==> config.mk <==
export PLATFORM = sky130hd
export DESIGN_NAME = sorted_key_table
export DESIGN_NICKNAME = d
export VERILOG_FILES = /design/src/sv/skt_pkg.sv /design/src/sv/sorted_key_table.sv
export SDC_FILE = /design/constraint.sdc
export NUM_CORES = 2
export LEC_CHECK = 0
export BUFFER_PORTS_ARGS = -buffer_cell sky130_fd_sc_hd__buf_4
export CAP_MARGIN = 10
export CORE_MARGIN = 1
export CORE_UTILIZATION = 45
export CTS_CLUSTER_DIAMETER = 60
export DETAILED_ROUTE_END_ITERATION = 8
export PLACE_DENSITY = 0.61
export REMOVE_ABC_BUFFERS = 1
export SYNTH_ARGS = -nofsm -noshare
export SYNTH_HDL_FRONTEND = slang
export SYNTH_SLANG_ARGS = --single-unit
==> constraint.sdc <==
create_clock -name clk -period 13.7 [get_ports clk]
set_clock_uncertainty 0.1 [all_clocks]
set_input_delay 1.37 -clock clk [delete_from_list [all_inputs] [get_ports clk]]
set_output_delay 1.37 -clock clk [all_outputs]
set_load 0.02 [all_outputs]
==> src/sv/skt_pkg.sv <==
`timescale 1ns / 1ps
// ----------------------------------------------------------------------------
// skt_pkg
// shared widths, request and status codes and the entry layout of the
// sorted key table
// ----------------------------------------------------------------------------
package skt_pkg;

	localparam int DEPTH_DEF  = 16;

	localparam int KEY_W      = 32;
	localparam int PAY_W      = 32;
	localparam int REQ_W      = 2;
	localparam int STAT_W     = 3;
	localparam int CNT_OUT_W  = 5;

	localparam int IN_TDATA_W  = KEY_W + PAY_W;
	localparam int OUT_TDATA_W = STAT_W + PAY_W + CNT_OUT_W;

	// request kinds
	localparam logic [REQ_W-1:0] REQ_INSERT = 2'd0;
	localparam logic [REQ_W-1:0] REQ_DELETE = 2'd1;
	localparam logic [REQ_W-1:0] REQ_SEARCH = 2'd2;

	// result status codes
	localparam logic [STAT_W-1:0] STAT_OK       = 3'd0;
	localparam logic [STAT_W-1:0] STAT_FULL     = 3'd1;
	localparam logic [STAT_W-1:0] STAT_RANGE    = 3'd2;
	localparam logic [STAT_W-1:0] STAT_DUP      = 3'd3;
	localparam logic [STAT_W-1:0] STAT_NOTFOUND = 3'd4;

	typedef struct packed {
		logic [KEY_W-1:0] key;
		logic [PAY_W-1:0] payload;
	} entry_t;

endpackage

==> src/sv/sorted_key_table.sv <==
`timescale 1ns / 1ps
// ----------------------------------------------------------------------------
// sorted_key_table
// table of up to DEPTH key/payload entries kept in ascending key order,
// with insert, delete and search by key
// ----------------------------------------------------------------------------
// The entries live in one single-port-read, single-port-write memory with a
// registered read. A request is taken only while the block is idle and gives
// exactly one result item. A search or a rejected request costs a linear scan
// of the stored entries, one read per cycle, ending early when the key is
// passed; an insert or delete stops the scan at its slot and then moves only
// the entries above that slot, one entry per cycle through the same memory
// port. Requests rejected up front (table full, key out of range, empty
// table, unused request code) go from idle straight to the result state.
// The result sits in an output register, so the next item is taken while it
// waits. max_key is written through the cfg channel, which is always ready;
// it must only change while no request is in flight. The memory needs no
// clearing after reset: only slots below the fill count are ever read.
// ----------------------------------------------------------------------------
module sorted_key_table
	import skt_pkg::*;
#(
	parameter int DEPTH = DEPTH_DEF
) (
	input  logic                   clk,
	input  logic                   arst_n,

	// request stream
	input  logic                   s_tvalid,
	output logic                   s_tready,
	input  logic [IN_TDATA_W-1:0]  s_tdata,  // key[31:0], payload[63:32]
	input  logic [REQ_W-1:0]       s_tuser,  // req_type[1:0]

	// result stream
	output logic                   m_tvalid,
	input  logic                   m_tready,
	output logic [OUT_TDATA_W-1:0] m_tdata,  // status[2:0], found_payload[34:3],
	                                         // entry_count[39:35]

	// max_key register write
	input  logic                   cfg_valid,
	output logic                   cfg_ready,
	input  logic [KEY_W-1:0]       cfg_data
);

	localparam int ADDR_W = $clog2(DEPTH);
	localparam int CNT_W  = $clog2(DEPTH + 1);

	// sequencer states
	localparam logic [2:0] S_IDLE = 3'd0;
	localparam logic [2:0] S_SCAN = 3'd1; // linear search over valid slots
	localparam logic [2:0] S_SHUP = 3'd2; // move entries up, then place new one
	localparam logic [2:0] S_SHDN = 3'd3; // move entries down over deleted slot
	localparam logic [2:0] S_FIN  = 3'd4; // hand result to output register

	logic [2:0]        state_q;
	logic [REQ_W-1:0]  req_q;
	logic [KEY_W-1:0]  key_q;
	logic [PAY_W-1:0]  pay_q;
	logic [CNT_W-1:0]  fill_q;
	logic [KEY_W-1:0]  max_key_q;

	// scan pointer and the slot whose read data is on rd_data_s1
	logic [CNT_W-1:0]  rd_ptr_q;
	logic              chk_vld_s1;
	logic [CNT_W-1:0]  chk_idx_s1;

	// shift pass
	logic [ADDR_W-1:0] pos_q;
	logic [ADDR_W-1:0] sh_addr_q;
	logic [CNT_W-1:0]  sh_left_q;
	logic              wr_pend_s1;
	logic [ADDR_W-1:0] wr_addr_s1;

	// result being built and the output register
	logic [STAT_W-1:0] res_status_q;
	logic [PAY_W-1:0]  res_pay_q;
	logic              out_vld_q;
	logic [STAT_W-1:0] out_status_q;
	logic [PAY_W-1:0]  out_pay_q;
	logic [CNT_OUT_W-1:0] out_cnt_q;

	// memory ports
	entry_t            entry_mem [DEPTH];
	entry_t            rd_data_s1;
	logic              rd_en;
	logic [ADDR_W-1:0] rd_addr;
	logic              wr_en;
	logic [ADDR_W-1:0] wr_addr;
	entry_t            wr_data;

	logic [KEY_W-1:0]  in_key;
	logic [PAY_W-1:0]  in_pay;
	logic              in_range;
	logic              accept;
	logic              out_free;
	logic              scan_rd;
	logic              shift_done;
	logic              chk_hit;
	logic              chk_above;
	logic              chk_last;

	assign in_key   = s_tdata[KEY_W-1:0];
	assign in_pay   = s_tdata[IN_TDATA_W-1:KEY_W];
	assign in_range = (in_key != '0) && (in_key <= max_key_q);

	assign s_tready  = (state_q == S_IDLE);
	assign accept    = s_tvalid && s_tready;
	assign cfg_ready = 1'b1;
	assign out_free  = !out_vld_q || m_tready;

	assign m_tvalid = out_vld_q;
	assign m_tdata  = {out_cnt_q, out_pay_q, out_status_q};

	// the compare sees each scan read in the cycle after it is issued
	assign scan_rd    = (state_q == S_SCAN) && (rd_ptr_q < fill_q);
	assign shift_done = (sh_left_q == '0) && !wr_pend_s1;

	assign chk_hit   = (rd_data_s1.key == key_q);
	assign chk_above = (rd_data_s1.key > key_q);
	assign chk_last  = (chk_idx_s1 == fill_q - CNT_W'(1));

	// memory port control
	always_comb begin
		rd_en   = 1'b0;
		rd_addr = sh_addr_q;
		wr_en   = 1'b0;
		wr_addr = wr_addr_s1;
		wr_data = rd_data_s1;
		if (state_q == S_SCAN) begin
			rd_en   = scan_rd;
			rd_addr = rd_ptr_q[ADDR_W-1:0];
		end else if (state_q == S_SHUP || state_q == S_SHDN) begin
			rd_en = (sh_left_q != '0);
			if (wr_pend_s1) begin
				// moved entry lands one slot over
				wr_en = 1'b1;
			end else if (sh_left_q == '0) begin
				wr_en = 1'b1;
				if (state_q == S_SHUP) begin
					// new entry into the opened slot
					wr_addr = pos_q;
					wr_data = '{key: key_q, payload: pay_q};
				end else begin
					// clear the vacated last slot
					wr_addr = ADDR_W'(fill_q - CNT_W'(1));
					wr_data = '0;
				end
			end
		end
	end

	// table memory, registered read
	always_ff @(posedge clk) begin
		if (wr_en) begin
			entry_mem[wr_addr] <= wr_data;
		end
		if (rd_en) begin
			rd_data_s1 <= entry_mem[rd_addr];
		end
	end

	// configuration register
	always_ff @(posedge clk or negedge arst_n) begin
		if (!arst_n) begin
			max_key_q <= '1;
		end else if (cfg_valid && cfg_ready) begin
			max_key_q <= cfg_data;
		end
	end

	// shift write pipeline
	always_ff @(posedge clk or negedge arst_n) begin
		if (!arst_n) begin
			wr_pend_s1 <= 1'b0;
		end else if (state_q == S_SHUP || state_q == S_SHDN) begin
			wr_pend_s1 <= (sh_left_q != '0);
		end else begin
			wr_pend_s1 <= 1'b0;
		end
	end

	always_ff @(posedge clk) begin
		if (state_q == S_SHUP) begin
			wr_addr_s1 <= sh_addr_q + ADDR_W'(1);
		end else begin
			wr_addr_s1 <= sh_addr_q - ADDR_W'(1);
		end
		chk_idx_s1 <= rd_ptr_q;
	end

	// sequencer
	always_ff @(posedge clk or negedge arst_n) begin
		if (!arst_n) begin
			state_q      <= S_IDLE;
			fill_q       <= '0;
			chk_vld_s1   <= 1'b0;
			rd_ptr_q     <= '0;
			sh_left_q    <= '0;
			req_q        <= REQ_INSERT;
			res_status_q <= STAT_OK;
		end else begin
			unique case (state_q)
				S_IDLE: begin
					if (accept) begin
						req_q      <= s_tuser;
						key_q      <= in_key;
						pay_q      <= in_pay;
						res_pay_q  <= '0;
						rd_ptr_q   <= '0;
						chk_vld_s1 <= 1'b0;
						sh_left_q  <= '0;
						pos_q      <= '0;
						state_q    <= S_FIN;
						case (s_tuser)
							REQ_INSERT: begin
								if (fill_q == CNT_W'(DEPTH)) begin
									res_status_q <= STAT_FULL;
								end else if (!in_range) begin
									res_status_q <= STAT_RANGE;
								end else if (fill_q == '0) begin
									// empty table: place straight into slot zero
									state_q <= S_SHUP;
								end else begin
									state_q <= S_SCAN;
								end
							end
							REQ_DELETE: begin
								if (!in_range) begin
									res_status_q <= STAT_RANGE;
								end else if (fill_q == '0) begin
									res_status_q <= STAT_NOTFOUND;
								end else begin
									state_q <= S_SCAN;
								end
							end
							REQ_SEARCH: begin
								if (fill_q == '0) begin
									res_status_q <= STAT_NOTFOUND;
								end else begin
									state_q <= S_SCAN;
								end
							end
							default: begin
								res_status_q <= STAT_NOTFOUND;
							end
						endcase
					end
				end

				S_SCAN: begin
					if (scan_rd) begin
						rd_ptr_q <= rd_ptr_q + CNT_W'(1);
					end
					chk_vld_s1 <= scan_rd;
					if (chk_vld_s1) begin
						case (req_q)
							REQ_INSERT: begin
								if (chk_hit) begin
									res_status_q <= STAT_DUP;
									state_q      <= S_FIN;
								end else if (chk_above) begin
									// first larger key: open its slot
									pos_q     <= chk_idx_s1[ADDR_W-1:0];
									sh_addr_q <= ADDR_W'(fill_q - CNT_W'(1));
									sh_left_q <= fill_q - chk_idx_s1;
									state_q   <= S_SHUP;
								end else if (chk_last) begin
									// largest key so far: append
									pos_q     <= fill_q[ADDR_W-1:0];
									sh_left_q <= '0;
									state_q   <= S_SHUP;
								end
							end
							REQ_DELETE: begin
								if (chk_hit) begin
									sh_addr_q <= ADDR_W'(chk_idx_s1 + CNT_W'(1));
									sh_left_q <= fill_q - CNT_W'(1) - chk_idx_s1;
									state_q   <= S_SHDN;
								end else if (chk_above || chk_last) begin
									res_status_q <= STAT_NOTFOUND;
									state_q      <= S_FIN;
								end
							end
							default: begin
								if (chk_hit) begin
									res_status_q <= STAT_OK;
									res_pay_q    <= rd_data_s1.payload;
									state_q      <= S_FIN;
								end else if (chk_above || chk_last) begin
									res_status_q <= STAT_NOTFOUND;
									state_q      <= S_FIN;
								end
							end
						endcase
					end
				end

				S_SHUP: begin
					if (sh_left_q != '0) begin
						sh_addr_q <= sh_addr_q - ADDR_W'(1);
						sh_left_q <= sh_left_q - CNT_W'(1);
					end else if (shift_done) begin
						fill_q       <= fill_q + CNT_W'(1);
						res_status_q <= STAT_OK;
						state_q      <= S_FIN;
					end
				end

				S_SHDN: begin
					if (sh_left_q != '0) begin
						sh_addr_q <= sh_addr_q + ADDR_W'(1);
						sh_left_q <= sh_left_q - CNT_W'(1);
					end else if (shift_done) begin
						fill_q       <= fill_q - CNT_W'(1);
						res_status_q <= STAT_OK;
						state_q      <= S_FIN;
					end
				end

				S_FIN: begin
					if (out_free) begin
						state_q <= S_IDLE;
					end
				end

				default: begin
					state_q <= S_IDLE;
				end
			endcase
		end
	end

	// output register
	always_ff @(posedge clk or negedge arst_n) begin
		if (!arst_n) begin
			out_vld_q <= 1'b0;
		end else if (state_q == S_FIN && out_free) begin
			out_vld_q <= 1'b1;
		end else if (m_tready) begin
			out_vld_q <= 1'b0;
		end
	end

	always_ff @(posedge clk) begin
		if (state_q == S_FIN && out_free) begin
			out_status_q <= res_status_q;
			out_pay_q    <= res_pay_q;
			out_cnt_q    <= CNT_OUT_W'(fill_q);
		end
	end

	// the fill count never passes the capacity
	a_fill_bound: assert property (@(posedge clk) disable iff (!arst_n)
		fill_q <= CNT_W'(DEPTH))
		else $error("fill count above capacity");

	// a change of the count is always a step of exactly one
	a_fill_step: assert property (@(posedge clk) disable iff (!arst_n)
		!$stable(fill_q) |->
			(fill_q == $past(fill_q) + CNT_W'(1)) ||
			(fill_q == $past(fill_q) - CNT_W'(1)))
		else $error("fill count jumped");

	// the table is only written during a shift pass
	a_wr_shift: assert property (@(posedge clk) disable iff (!arst_n)
		wr_en |-> (state_q == S_SHUP || state_q == S_SHDN))
		else $error("memory write outside shift pass");

	// a count change always completes a request that then reports ok
	a_fill_ok: assert property (@(posedge clk) disable iff (!arst_n)
		!$stable(fill_q) |-> (state_q == S_FIN && res_status_q == STAT_OK))
		else $error("fill count changed without ok result");

endmodule
### Word-level counts from Yosys, hierarchy flattened

Memory sizes are Yosys's and may differ from the RTL's. A register that Yosys moved wholly into a read port is not among the register bits.
Cells that the tools add are included.
W data, S select, Z words.

| word-level totals | value |
|---|---|
| bits in registers | 211 |
| bits in writable memories | 1024 |
| input port bits | 103 |
| output and inout port bits | 43 |
| logic and storage cells | 199 |
| memories | 1 |

| cells by class | value |
|---|---|
| $add $sub $neg | 9 |
| order comparisons | 3 |
| equal/unequal tests | 37 |
| mux-type cells | 94 |
| reduce and logical (&&, ||, !) cells | 35 |

Memory list:

| memory | words | bits a word | read ports | clocked after Yosys merged registers in | wr ports | line | RTL |
|---|---|---|---|---|---|---|---|
| entry_mem | 16 | 64 | 1 | 1 | 1 | sorted_key_table.sv:84 | `entry_t entry_mem [DEPTH];` |

Operators by type and width:

| operator | count |
|---|---|
| $mux W64 | 5 |
| $mux W32 | 4 |
| $mux W3 | 27 |
| $mux W4 | 19 |
| $pmux W32 S2 | 1 |
| $mux W5 | 12 |
| $eq A32 B32 Y1 | 1 |
| $gt A32 B32 Y1 | 1 |
| $le A32 B32 Y1 | 1 |
| $reduce_bool A32 Y1 | 1 |
| $pmux W5 S2 | 3 |
| $pmux W3 S3 | 3 |
| $ne A2 B2 Y1 const B | 11 |
| $ne A3 B3 Y1 const B | 6 |
| $pmux W4 S2 | 2 |
| $reduce_and A8 Y1 | 2 |
| $pmux W5 S3 | 1 |
| $ne A2 B1 Y1 const B | 6 |
| $pmux W3 S2 | 2 |
| $pmux W3 S4 | 1 |
| $pmux W4 S3 | 1 |
| $reduce_and A6 Y1 | 2 |
| $mux W1 | 11 |
| $add A5 B1 Y5 const B | 2 |
| other kinds (32) | 53 |

### Longest topological paths before layout

| logic depth | value |
|---|---|
| word-level depth | 8 |
| gate-level depth with buffers | 12 |
| gate-level depth less buffers | 11 |

### Worst setup path after synthesis

Ideal clock, no wire load.

| timing | value |
|---|---|
| path type | register to register |
| from | reg state_q[2] |
| to | reg rd_data_s1[0] (netlist name) |
| library setup time | 574 ps |
| arrival | 5574 ps |
| data required time | 13026 ps |
| path slack | 7452 ps |
| stages on the path, launching flop included | 6 |
| buffers on the path | 3 |
| clock period less this slack | 6248 ps |
| cell sequence | dfrtp_1 -> clkbuf_1 -> nand2b_1 -> clkbuf_1 -> clkbuf_1 -> o21ai_0 |

| between the ends | value |
|---|---|
| cells in the longest elaborated chain, start to end | 4 |

Ends and longest elaborated chain:

| what | line | RTL |
|---|---|---|
| start, declared | sorted_key_table.sv:56 | `logic [2:0] state_q;` |
| start signal, assigned | sorted_key_table.sv:195 | `state_q <= S_IDLE;` |
| start signal, assigned | sorted_key_table.sv:214 | `state_q <= S_FIN;` |
| start signal, assigned | sorted_key_table.sv:223 | `state_q <= S_SHUP;` |
| $eq A3 B2 Y1 | sorted_key_table.sv:133 | `end else if (state_q == S_SHUP \|\| state_q == S_SHDN) begin` |
| $logic_or A1 B1 Y1 | sorted_key_table.sv:133 |  |
| $mux W1 | sorted_key_table.sv:133 |  |
| $mux W1 (*) | sorted_key_table.sv:130 | `if (state_q == S_SCAN) begin` |
| net rd_en | sorted_key_table.sv:86 | `logic rd_en;` |

Mark *: on every way through the listed nets, which the timed path passes. The rest lies on a longest branch.
A chain may end at the register's enable or synchronous reset.

### Final worst setup path

| timing | value |
|---|---|
| from | reg state_q[2] |
| to | reg rd_data_s1[17] (netlist name) |

| between the ends | value |
|---|---|
| cells in the longest elaborated chain, start to end | 4 |

Ends and longest elaborated chain:

| what | line |
|---|---|
| $eq A3 B2 Y1 | sorted_key_table.sv:133 |
| $logic_or A1 B1 Y1 | sorted_key_table.sv:133 |
| $mux W1 | sorted_key_table.sv:133 |
| $mux W1 | sorted_key_table.sv:130 |

Several ways; a longest one is shown, not always the timed one.

==> impl_metrics.yaml <==
outcome:
  outcome: "complete, but fails checks"
  violations: "DRC"
power:
  p_per_area_nw_per_um2: 195
  ir_worst_vdd_mv: 0.135
  leakage_nw: 20.3
logic_synthesis:
  yosys-top-cells-area: "edfxtp_1 (71%), mux4_2 (11%), ha_1 (2.0%)"
  yosysMostFrequentCell: "edfxtp_1"
  synth_common_cells: "edfxtp_1 (1232), nand2_1 (270), mux4_2 (256)"
  synth_seq_area_share_pct: 74.2
  synth_ff_type: "edfxtp_1"
  yosysWarnings: 0
  ys_ff_latch: 1299
  yosysTopAreaCell: "edfxtp_1"
  synth_cell_types: 70
  syn_inst: 2854
  syn-cell-area_um2: 52100
  async_reset_ff_share_pct: 4.46
  synth_top_area_share_pct: 71.0
  synth_edf_count: 1232
  syn_area_per_cell_um2: 18.3
clock_tree:
  root_buffer: "clkbuf_16"
  cts.sinks: 1299
  clk_pin_slew_ps: 60
  cts.htree.levels: 4
  cts_resized: 0
  clk_latency_ps: 750
  cts_max_path_buffers: 3
  post_cts_buffers: 0
  cts_tree: "yes"
  cts_buffers: 140
  postCtsHoldBufs: 0
final_layout:
  fin_nets: 3281
  antenna_cells: 0
  areaGrowthSynthToFinish_pct: 15.5
  ff_latch_area_um2: 38700
  n_fill_cell: 9025
  multi_input_area_um2: 12600
  drive_gt1_share_pct: 24.6
  final_area_um2: 60200
global_route:
  antenna_found_initial: 5
  grt-ovfl-total: 0
  grt_pass1_wl_um: 187000
  grt_max_degree: 166
  grt_pass1_vias: 28500
  gr-usage-all-layers_pct: 21.9
drt:
  viasPerCell: 5.77
  routed-via-count: 27200
  drtPass1Iterations: 9
  ant_nets: 0
  drc: 12
  wl_per_cell_um: 26.8
  drt_iter0_markers: 2634
  routed_wl_um: 126000
critical_path:
  cp.required_ps: 14030
  worstSetupStartpointType: "flip-flop"
  arrival_ps: 6100
  worstSetupPathType: "flip-flop to flip-flop"
  path_max_fanout: 112
  crit_path_end_kind: "flip-flop"
floorplanning:
  ioPinCount: 146
  die_area_um2: 117000
  die_x_um: 342
  start_util_pct: 45.5
  die_h_um: 342
  core_um2: 115000
  rows: 124
place:
  port_buffers: 144
  postPlaceCellArea_um2: 55300
  gp_congestion: 0.851
  dp_hpwl_um: 66600
timing:
  setup_viol: 0
  worstMarginPinSlew_ps: 1250
  rsz0062_at_grt: "no"
  slew_violations: 0
  hold_ws_ps: 318
  clock.fmax_mhz: 173
  slew_headroom_pct: 15.9
  period_needed_ps: 5770
  finalCritPeriodShare_pct: 42.1
  hold_viol: 0
worst_hold_path:
  min_path_type: "flip-flop to flip-flop"
job:
  drv_cap: 0
[metal layers]
| metal | global-route usage [%] | up-vias | wire (um) |
|---|---|---|---|
| met5 | 0 | - | 0 |
| met4 | 5.63 | 0 | 2300 |
| met3 | 3.14 | 156 | 7350 |
| met2 | 36.0 | 882 | 62400 |
| met1 | 31.0 | 14300 | 54300 |
| li1 | - | 11800 | - |
[cells in the final DEF (no fill, tap or decap), drive strengths merged, types with 4 or more instances in the layout]
cell type,Yosys,layout
edfxtp,1232,1232
nand2,270,270
mux4,256,256
buf,63,247
clkbuf,89,174
inv,89,96
o21ai,90,90
ha,85,85
a211oi,70,70
and2,69,69
a31oi,68,68
a21oi,58,58
clkinv,0,52
nor2,51,51
nand2b,44,44
and3,37,37
o31ai,32,32
dfstp,32,32
dfrtp,26,26
nand4,24,24
bufinv,0,21
xnor2,15,15
nand3,14,14
nor4,14,14
xor2,13,13
nor3,10,10
mux2i,10,10
a21o,9,9
dfxtp,9,9
nor2b,8,8
o22ai,7,7
o211ai,6,6
mux2,6,6
nor3b,4,4
[per-stage QoR]
| stage | power [mW] | utilization (%) | setup TNS, ps | std cells | setup WS (ps) |
|---|---|---|---|---|---|
| 6_report | 11.7 | 52.5 | 0 | 4718 | 7930 |
| 2_1_floorplan | 7.55 | - | -206480 | 2702 | -3230 |
| 3_3_place_gp | 7.84 | 48.3 | 0 | 4460 | 7870 |
| 3_5_place_dp | 7.91 | 48.3 | 0 | 4461 | 7780 |
| 4_1_cts | 11.8 | 52.5 | 0 | 4718 | 7790 |
| 5_1_grt | 12.2 | 52.5 | 0 | 4718 | 7380 |
[cells by family (layout without fill, tap and decap cells)]
logic type               after synthesis  in the layout  synth area share [%]
flip-flops                          1299           1299                  74.2
AND/OR/NAND/NOR                      557            557                  5.20
AO/OA/AOI/OAI                        369            369                  4.51
multiplexers                         272            272                  11.4
buffers and inverters                241            593                  2.07
adder cells (fa/ha/maj)               87             87                  2.12
XOR/XNOR                              28             28                 0.471
other                                  1              1               0.00720
[worst paths after layout]
check                        startpoint              end  slack [ps]  cells past startpoint
setup / recovery             state_q[2]   rd_data_s1[17]        7930                     12
hold / removal             res_pay_q[8]     out_pay_q[8]         320                      0
setup reg to reg             state_q[2]   rd_data_s1[17]        7930                     12
hold reg to reg            res_pay_q[8]     out_pay_q[8]         320                      0
max in group asynchronous        arst_n       state_q[0]       12220                      1
min in group asynchronous        arst_n  res_status_q[1]         650                      1
[state kept, by name (all words and copies together) (netlist names), 2 cells and up]
register,count
pos_q,4
rd_ptr_q,5
sh_addr_q,4
out_pay_q,32
pay_q,32
key_q,32
max_key_q,32
res_pay_q,32
sh_left_q,5
state_q,3
res_status_q,3
chk_idx_s1,5
rd_data_s1,64
out_status_q,3
entry_mem,1024
fill_q,5
req_q,2
wr_addr_s1,4
out_cnt_q,5
[report_power, final]
group,leakage (nW),internal [mW],switching [mW]
logic,6.02,1.06,1.70
clock network,2.36,2.37,1.56
registers,11.9,4.92,0.121
total,20.3,8.35,3.39
[final cells by class]
cell class | instances | area share [%]
Tap cell | 1512 | 3.14
Clock buffer | 174 | 6.30
Sequential cell | 1299 | 64.3
Inverter | 89 | 0.555
Timing Repair Buffer | 247 | 3.12
Clock inverter | 83 | 1.74
Multi-Input combinational cell | 1314 | 20.9
[worst max-delay path, cell delays in order (launching register included)]
cell and delay (ps):
dfrtp_1 490, nor2_2 130, buf_4 420, and2_1 710, nor2_1 160, a21oi_4 160
buf_4 530, buf_4 760, buf_12 710, mux4_2 600, and2_1 170, a211oi_1 240
a31oi_1 60
(Power assumes the default switching activity.)
